File: config.mk
export PLATFORM = sky130hd
export DESIGN_NAME = tlas_ram
export DESIGN_NICKNAME = d
export VERILOG_FILES = /design/src/sv/three_line_audio_serializer_fifo_defines.svh /design/src/sv/tlas_ram.sv
export SDC_FILE = /design/constraint.sdc
export NUM_CORES = 1
export LEC_CHECK = 0
export BUFFER_PORTS_ARGS = -buffer_cell sky130_fd_sc_hd__buf_2
export CAP_MARGIN = 30
export CORE_MARGIN = 3
export CORE_UTILIZATION = 48
export DETAILED_ROUTE_END_ITERATION = 8
export GPL_TIMING_DRIVEN = 0
export SLEW_MARGIN = 20
export SYNTH_ARGS = -nofsm -noshare
export SYNTH_HDL_FRONTEND = slang
export SYNTH_SLANG_ARGS = --single-unit
export TNS_END_PERCENT = 100
File: constraint.sdc
create_clock -name clock -period 2.25 [get_ports clock]
set_clock_uncertainty 0.2 [all_clocks]
set_input_delay 0.1125 -clock clock [delete_from_list [all_inputs] [get_ports clock]]
set_output_delay 0.1125 -clock clock [all_outputs]
set_load 0.01 [all_outputs]
File: src/sv/three_line_audio_serializer_fifo_defines.svh
// assertion helpers for the serializer block
`ifndef THREE_LINE_AUDIO_SERIALIZER_FIFO_DEFINES_SVH
`define THREE_LINE_AUDIO_SERIALIZER_FIFO_DEFINES_SVH

`ifndef ASSERT_OFF
// condition implies consequence in the same cycle
`define ASSERT_IMPLY(lbl, clk, rst, ante, cons, msg) \
   lbl: assert property (@(posedge clk) disable iff (rst) (ante) |-> (cons)) else $error(msg);
// condition implies consequence in the next cycle
`define ASSERT_NEXT(lbl, clk, rst, ante, cons, msg) \
   lbl: assert property (@(posedge clk) disable iff (rst) (ante) |=> (cons)) else $error(msg);
`else
`define ASSERT_IMPLY(lbl, clk, rst, ante, cons, msg)
`define ASSERT_NEXT(lbl, clk, rst, ante, cons, msg)
`endif

`endif

File: src/sv/tlas_ram.sv
module tlas_ram #(
   parameter  int WIDTH  = 8,
   parameter  int DEPTH  = 16,
   localparam int ADDR_W = $clog2(DEPTH)
) (
   input  logic              clock,
   input  logic              wr_en,
   input  logic [ADDR_W-1:0] wr_addr,
   input  logic [WIDTH-1:0]  wr_data,
   input  logic              rd_en,
   input  logic [ADDR_W-1:0] rd_addr,
   output logic [WIDTH-1:0]  rd_data
);

   logic [WIDTH-1:0] mem [DEPTH];

   // one write port, one registered read port
   always_ff @(posedge clock) begin
      if (wr_en) begin
         mem[wr_addr] <= wr_data;
      end
      if (rd_en) begin
         rd_data <= mem[rd_addr];
      end
   end

endmodule

# == Yosys cells after proc, flatten, opt, wreduce, memory -nomap -nowiden ==
# Memory sizes are Yosys's and may differ from the RTL's. A register that Yosys moved wholly into a read port is not among the register bits.
# Index checks and enable logic that the tools add are counted.
# totals
n_memories,1
reg_bits,0
ramBits,128
output_inout_bits,8
inputBits,19
elab_cells,3
# mem_list
name,depth,width,read_ports,rd_clocked_by_memory_dff,wr,line,source
mem,16,8,1,1,1,tlas_ram.sv:15,logic [WIDTH-1:0] mem [DEPTH];
# op_classes
muxes,2
# op_table
operator,count
two-way mux 1 bit,2

# == Depth between registers and ports, before layout ==
# Gate-level depths: netlist of the first run.
# logic_depth
ltp_word,2
ltp_mapped,5
mapped_depth_nobuf,3

# == Worst setup path after synthesis of the first run ==
# No wires, ideal clock.
# synth_path
path_type,input -> register
start,input port wr_addr[2]
end,"memory mem[0][0], enable pin"
setup_ns,0.383
cell_stages,2
slack_ns,0.445
arrival_ns,1.222
path_cell_list,or3b_2 nor3_1
# synth_rtl
item,line,source
from (decl),tlas_ram.sv:8,"input logic [ADDR_W-1:0] wr_addr,"
to (decl),tlas_ram.sv:15,
# No word-level cell before the write port.

==> results of run 1 <==
metal layers:
layer | global-route usage | vias to the layer above | wire (µm) | part of all wire
li1 | - | 1099 | - | -
met1 | 0.2545 | 1253 | 4372 | 0.44
met2 | 0.2738 | 77 | 4808 | 0.49
met3 | 0.04019 | 12 | 569 | 0.057
met4 | 0.07916 | 0 | 145 | 0.015
met5 | 0 | - | 0 | 0
cells by family (layout without fill, tap and decap cells):
family | Yosys count | after routing | synth area share
flip-flops | 136 | 136 | 0.7812
AO/OA/AOI/OAI | 16 | 16 | 0.02298
buffers and inverters | 10 | 82 | 0.01651
multiplexers | 32 | 32 | 0.1479
AND/OR/NAND/NOR | 35 | 35 | 0.03136
Yosys cell counts:
library cell     instances
a22oi_1                 16
and2_1                   1
and2b_1                  1
buf_2                    3
buf_4                    1
buf_6                    3
clkdlybuf4s25_2          3
edfxtp_1               136
mux4_1                  14
mux4_2                  18
nand2_1                  9
nand2b_1                 2
nand3_1                  1
nand3b_1                 2
nor2_1                  13
nor2b_1                  1
nor3_1                   4
or3b_2                   1
critical path: stages (launching register included):
cell and delay, ns:
edfxtp_1 0.35, mux4_2 0.46, dlygate4sd3_1 0.57, a22oi_1 0.22
nand2_1 0.09
cells in the final DEF, fill, tap and decap left out:
cell type / Yosys / routed
nand2_1: 9 / 9
buf_6: 3 / 3
buf_4: 1 / 1
clkdlybuf4s25_2: 3 / 3
mux4_2: 18 / 18
mux4_1: 14 / 14
clkinvlp_4: 0 / 1
bufinv_16: 0 / 7
nor2b_1: 1 / 1
nor2_1: 13 / 13
clkbuf_8: 0 / 1
edfxtp_1: 136 / 136
nand3b_1: 2 / 2
nand3_1: 1 / 1
and2b_1: 1 / 1
buf_2: 3 / 28
dlygate4sd3_1: 0 / 16
clkinv_1: 0 / 1
clkbuf_16: 0 / 16
and2_1: 1 / 1
nor3_2: 0 / 4
or3b_2: 1 / 1
a22oi_1: 16 / 16
clkinv_4: 0 / 2
clkinv_2: 0 / 3
nand2b_1: 2 / 2
path summary, 6_finish.rpt:
check             from    endpoint  slack, ns  cells after the start
max          mem[3][7]  rd_data[7]       0.10                      4
min              wr_en  mem[12][6]       0.03                      3
max reg2reg  mem[3][7]  rd_data[7]       0.10                      4
min reg2reg  mem[8][4]  rd_data[4]       0.55                      3
timing repair:
action,CTS,global route
setup endpoints to repair,0,0
buffers inserted,0,0
hold buffers,16,0
endpoints found under the hold margin,169,0
resized for setup,0,0
report_power, final:
part           internal [mW]  switching [mW]
combinational          0.128           0.165
sequential              2.86          0.0116
clock                   2.12           0.985
registers in the layout, summed over array words and instances (netlist names):
name and cells:
rd_data 8, mem 128
final cells by class:
cell class	instances	area share
clock buffer	17	0.06500
clock inverter	14	0.03987
tap	136	0.02671
sequential	136	0.6410
multi-input combinational	83	0.1691
timing repair buffer	41	0.04478
buffer	10	0.01355
through the flow:
step,cells,setup TNS (ns)
2_1_floorplan,229,0
3_3_place_gp,390,-1.049
3_5_place_dp,390,0
4_1_cts,437,0
5_1_grt,437,0
6_report,437,0
==> impl_metrics.tcl, run 1 <==
set metrics [dict create \
    die_h_um 110.4 \
    path_class "register to register" \
    synth-seq-cells 136 \
    design_area_um2 6371 \
    multi_input_area_um2 1077 \
    fp.coreArea_um2 10460 \
    syn_area_per_cell_um2 22.83 \
    synth_cell_type_count 18 \
    final-hold-violation-count 0 \
    ff_latch_area_um2 4084 \
    power.total_mw 6.265 \
    syn_nets 248 \
    drt_iter0_drc 122 \
    ir_worst_vdd_uv 486.0 \
    tightest_slew_ns 0.9375 \
    yosys.area.top_type_share 0.7812 \
    clockRootBuffer "clkbuf_8" \
    cts_tree "built" \
    diodes 0 \
    drc 0 \
    dpl-instance-area_um2 5543 \
    cts-buffers-inserted 17 \
    rsz0062_at_grt "no" \
    utilization 0.6089 \
    htree_levels 4 \
    netlist_instances 229 \
    drive_gt1_frac 0.2924 \
    status "finished clean" \
    gp_congestion 0.7412 \
    cts_sinks 136 \
    grt_pass1_vias 2485 \
    fill_cells 758 \
    grt_pass1_wl_mm 14.66 \
    worstPathArrival_ns 2.19 \
    whs_ns 0.02749 \
    setup_viol 0 \
    rows 37 \
    fmax_ghz 0.4656 \
    slew_headroom 0.3727 \
    timing.final.ws_setup_ns 0.1021 \
    yosysWarnings 0 \
    insertion_delay_ns 0.51 \
    pre_cts_ws_ns 0.1954 \
    hpwlAfterDp_mm 6.151 \
    portBuffers 25 \
    grt_overflow 0 \
    synth.cell_area_um2 5228 \
    via_per_inst 5.586 \
    slew_viol_final 0 \
    die_w_um 110.4 \
    cp.required_ns 2.30 \
    ant_nets 0 \
    area_growth_pct 21.88 \
    yosysTopAreaCell "edfxtp_1" \
    yosysSeqAreaShare 0.7812 \
    drtPass1Iterations 4 \
    via_count 2441 \
    period_minus_slack_ns 2.148 \
    antenna_found_initial 0 \
    power_leakage_nw 2.153 \
    hp-class "input port to register" \
    start_kind "register" \
    end_kind "register" \
    grt_max_degree 17 \
    path_max_fanout 1 \
    cts.clk_slew.worst_paths_ns 0.06 \
    clock_path_buffers 2 \
    synth.area.top_cells "edfxtp_1 (78%), mux4_2 (7.8%), mux4_1 (7.0%), a22oi_1 (2.3%), nor2_1 (0.93%)" \
    max-cap-violations 0 \
    die_area_um2 12180 \
    grt_use_total 0.1804 \
    drt-total-wl_mm 9.896 \
    initial_core_util 0.4996 \
    routedWlPerCell_um 22.65 \
    final_nets 308 \
    ios 27 \
    powerDensity_nw_per_um2 983.4 \
    min_period_over_period 0.9546 \
]
(Power assumes the default switching activity.)
==> run 2: changes to the inputs <==
PLACE_DENSITY = 0.64   (was not set)
==> run 2 against run 1 <==
Global-route usage down 0.079 points. Utilization down 0.65 points. Clock-buffer cell count unchanged. Critical path depth unchanged. Maximum frequency up 2.8%. Final cell count down 0.46%. Combinational power down 1%. Sequential share of layout area up 0.69 points. Setup slack better by 0.059 ns. Hold slack better by 0.0018 ns. Sequential power about the same. Highest routed layer unchanged.
==> impl_metrics.tcl, run 2 (synthesized netlist as in run 1, its figures left out) <==
set metrics [dict create \
    status "finished clean" \
    powerDensity_nw_per_um2 959.1 \
    via_count 2454 \
    drc 0 \
    die_h_um 110.4 \
    max-cap-violations 0 \
    ir_worst_vdd_uv 504.1 \
    drtPass1Iterations 4 \
    tightest_slew_ns 0.8676 \
    clock_path_buffers 2 \
    insertion_delay_ns 0.51 \
    slowest_stage "nor2_1" \
    grt_overflow 0 \
    die_area_um2 12180 \
    cts.clk_slew.worst_paths_ns 0.06 \
    via_per_inst 5.641 \
    grt_pass1_vias 2449 \
    path_delay_family "simple AND/OR/NAND/NOR gates" \
    grt_use_total 0.1796 \
    end_kind "register" \
    htree_levels 4 \
    cts_tree "built" \
    postCtsSetupBuffers 0 \
    top_regs "mem (128), rd_data (8)" \
    slew_headroom 0.4194 \
    placedCellCount 390 \
    min_period_over_period 0.9284 \
    path_buf_inv 2 \
    rsz0062_at_grt "no" \
    timing.final.ws_setup_ns 0.1611 \
    cp_cell_sequence "dlygate4sd3_1, buf_2, or3b_2, nor2_1" \
    portBuffers 25 \
    power_leakage_nw 2.124 \
    stdcell_count 435 \
    final_nets 306 \
    drt-total-wl_mm 9.804 \
    grt_pass1_wl_mm 14.70 \
    drive_gt1_frac 0.2876 \
    cts_sinks 136 \
    dpl-instance-area_um2 5543 \
    fp.coreArea_um2 10460 \
    final_cell_mix "edfxtp_1 (136), buf_2 (28), mux4_2 (18), a22oi_1 (16), clkbuf_16 (16)" \
    finalSetupTns_ns 0 \
    path_class "input port to register" \
    ios 27 \
    power.total_mw 6.046 \
    area_growth_pct 20.58 \
    clockRootBuffer "clkbuf_8" \
    whs_ns 0.02934 \
    utilization 0.6025 \
    final-hold-violation-count 0 \
    grt_max_degree 17 \
    design_area_um2 6304 \
    routedWlPerCell_um 22.54 \
    die_w_um 110.4 \
    cp.required_ns 2.19 \
    largest_register_ffs 128 \
    cts_resized 0 \
    gp_congestion 0.7209 \
    worstPathArrival_ns 2.02 \
    rows 37 \
    ant_nets 0 \
    hpwlAfterDp_mm 6.114 \
    fill_cells 760 \
    antenna_found_initial 0 \
    start_kind "input port" \
    pre_cts_ws_ns 0.1880 \
    setup_viol 0 \
    hp-class "input port to register" \
    path_max_fanout 8 \
    slew_viol_final 0 \
    regMostFlops "mem" \
    initial_core_util 0.4996 \
    fmax_ghz 0.4787 \
    max_stage_delay_ns 0.69 \
    final_common_cell "edfxtp_1" \
    diodes 0 \
    period_minus_slack_ns 2.089 \
    drt_iter0_drc 178 \
    cts-buffers-inserted 17 \
]
[run 2: changes by cell type in the layout (fill, tap and decap cells not counted), sizes merged]
| cell | delta |
|---|---|
| clkinvlp | -1 |
| clkinv | +3 |
| dlygate4sd3 | -2 |
| bufinv | -2 |
[run 2: routing by layer]
layer	GRT usage	part of all wire
met1	0.2548	0.44
met2	0.2725	0.49
met3	0.04718	0.057
met4	0.06508	0.011
met5	0	0
[run 2: worst min-delay path, stage by stage]
cell and delay (ns):
buf_2 0.12, nand3_1 0.17, nor3_2 0.14
[run 2: final timing paths]
check | to | cells past startpoint | slack [ns] | startpoint
worst max register to register | rd_data[0] | 3 | 0.42 | mem[5][0]
worst max-delay path | mem[2][1] | 4 | 0.16 | wr_addr[2]
worst min-delay path | mem[12][7] | 3 | 0.03 | wr_en
worst min register to register | rd_data[1] | 3 | 0.56 | mem[8][1]
[run 2: timing repair]
action                                 4_1_cts  5_1_grt
endpoints found under the hold margin      168        0
setup endpoints to repair                    0        0
hold buffers                                14        0
[run 2: layout make-up]
cell class / count / area (µm²) / share of cell area
well taps: 136 / 170.2 / 0.02699
clock buffers: 17 / 414.1 / 0.06570
clock inverters: 14 / 206.4 / 0.03275
plain buffers: 10 / 86.33 / 0.01370
flip-flops and latches: 136 / 4084 / 0.6479
repair buffers: 39 / 265.3 / 0.04208
multi-input cells: 83 / 1077 / 0.1709
[run 2: where the power goes]
part	switching, mW	internal [mW]	leakage [nW]
registers	0.0113	2.86	1.24
logic	0.164	0.125	0.584
clock network	0.996	1.89	0.304
total	1.17	4.87	2.12
==> run 3: changes to the inputs <==
CORE_MARGIN = not set   (was 3)
==> run 3 against run 2 <==
Hold slack got worse by 0.015 ns. Maximum frequency up 12%. Non-clock buffer count down 2. Combinational power about the same. Clock-buffer cell count up 1. Die area shrank 7.1%. Register-to-register slack got worse by 0.03 ns. Critical endpoint is now mem[12][2]. Highest routed layer unchanged.
==> impl_metrics.tcl, run 3 (synthesized netlist as in run 1, its figures left out) <==
set metrics [dict create \
    insertion_delay_ns 0.51 \
    slew_viol_final 0 \
    via_per_inst 5.607 \
    swShare 0.1909 \
    final_common_cell "edfxtp_1" \
    whs_ns 0.01475 \
    die_h_um 106.4 \
    cts_tree "built" \
    rows 37 \
    path_max_fanout 8 \
    cts-buffers-inserted 17 \
    worstPathArrival_ns 1.83 \
    htree_levels 4 \
    fp.coreArea_um2 10460 \
    intPower_mw 4.743 \
    hp-class "input port to register" \
    initial_core_util 0.4996 \
    clock_path_buffers 2 \
    start_kind "input port" \
    status "finished clean" \
    final_nets 304 \
    drt_iter0_drc 161 \
    hold_start "wr_addr[3]" \
    fmax_ghz 0.5352 \
    grt_overflow 0 \
    ios 27 \
    cp.required_ns 2.21 \
    end_kind "register" \
    max-cap-violations 0 \
    cts_resized 0 \
    gp_congestion 0.6870 \
    drive_gt1_frac 0.2828 \
    comb_power_share 0.049 \
    drt-total-wl_mm 9.798 \
    hold_depth 3 \
    grt_max_degree 17 \
    grt_pass1_vias 2433 \
    drc 0 \
    stdcell_count 433 \
    regMostFlops "mem" \
    rsz0062_at_grt "no" \
    top_regs "mem (128), rd_data (8)" \
    final_cell_mix "edfxtp_1 (136), buf_2 (28), mux4_2 (18), a22oi_1 (16), clkbuf_16 (16)" \
    slew_headroom 0.4368 \
    min_period_over_period 0.8304 \
    grt_pass1_wl_mm 14.72 \
    area_growth_pct 19.39 \
    holdPathEnd "mem[0][2]" \
    via_count 2428 \
    powerDensity_nw_per_um2 939.3 \
    portBuffers 25 \
    routedWlPerCell_um 22.63 \
    hpwlAfterDp_mm 5.979 \
    cts.clk_slew.worst_paths_ns 0.06 \
    clockPowerShare 0.462 \
    drtPass1Iterations 4 \
    p_switching_mw 1.119 \
    ff_latch_area_um2 4084 \
    ir_worst_vdd_uv 510.5 \
    placedCellCount 390 \
    p_seq_frac 0.489 \
    setup_viol 0 \
    r2r_end "rd_data[0]" \
    path_class "input port to register" \
    r2r_slack_ns 0.39 \
    timing.rr.start "mem[5][0]" \
    diodes 0 \
    multi_input_area_um2 1077 \
    die_area_um2 11310 \
    clockRootBuffer "clkbuf_8" \
    ant_nets 0 \
    postCtsSetupBuffers 0 \
    cts_sinks 136 \
    finalSetupTns_ns 0 \
    antenna_found_initial 0 \
    power_leakage_nw 2.099 \
    largest_register_ffs 128 \
    period_minus_slack_ns 1.868 \
    grt_use_total 0.1927 \
    fill_cells 764 \
    r2r_cells 3 \
    final-hold-violation-count 0 \
    die_w_um 106.4 \
    tightest_slew_ns 0.8416 \
]
[run 3: how the worst max path moves through the flow]
stage,from,to,slack [ns],depth (start not counted)
2_1_floorplan,wr_addr[2],mem[0][0],0.44,2
6_report,wr_addr[1],mem[12][2],0.38,4
4_1_cts,wr_addr[1],mem[12][2],0.38,4
3_5_place_dp,wr_addr[2],mem[2][4],0.17,3
3_3_place_gp,wr_addr[2],mem[0][4],-0.14,3
5_1_grt,wr_addr[1],mem[1][7],0.35,4
[run 3: metal layers]
layer | wire length (µm) | track usage
met5 | 0 | 0
met4 | 157 | 0.08730
met1 | 4340 | 0.2674
met2 | 4739 | 0.2904
met3 | 561 | 0.04844
[run 3: worst max-delay path: stages]
cell and delay (ns):
dlygate4sd3_1 0.53, buf_2 0.18, nor3_2 0.16, dlygate4sd3_1 0.84
[run 3: power groups by stage]
stage | clock network [mW] | registers (mW) | logic [mW]
2_1_floorplan | 0 | 2.92 | 0.144
3_3_place_gp | 0 | 2.92 | 0.266
3_5_place_dp | 0 | 2.92 | 0.275
4_1_cts | 2.73 | 2.87 | 0.291
5_1_grt | 2.83 | 2.87 | 0.312
6_report | 2.71 | 2.87 | 0.288
[run 3: per-stage QoR]
step           power (mW)  setup WS (ns)  area [µm²]  utilization
3_3_place_gp        3.182        -0.1396        5523       0.5279
6_report            5.862         0.3816        6241       0.5965
2_1_floorplan       3.068         0.4446        5228            -
5_1_grt             6.012         0.3479        6241       0.5965
4_1_cts             5.890         0.3814        6241       0.5965
3_5_place_dp        3.195         0.1677        5543       0.5298
[run 3: repair_timing]
action,CTS,global route
hold buffers,12,0
endpoints found under the hold margin,168,0
endpoints found under the setup margin,0,0
[run 3: final cells by class]
class                   instances  share of cell area
flip-flops and latches        136              0.6544
multi-input cells              83              0.1726
clock buffers                  18             0.06696
repair buffers                 37             0.03929
well taps                     136             0.02727
clock inverters                13             0.02566
plain buffers                  10             0.01383
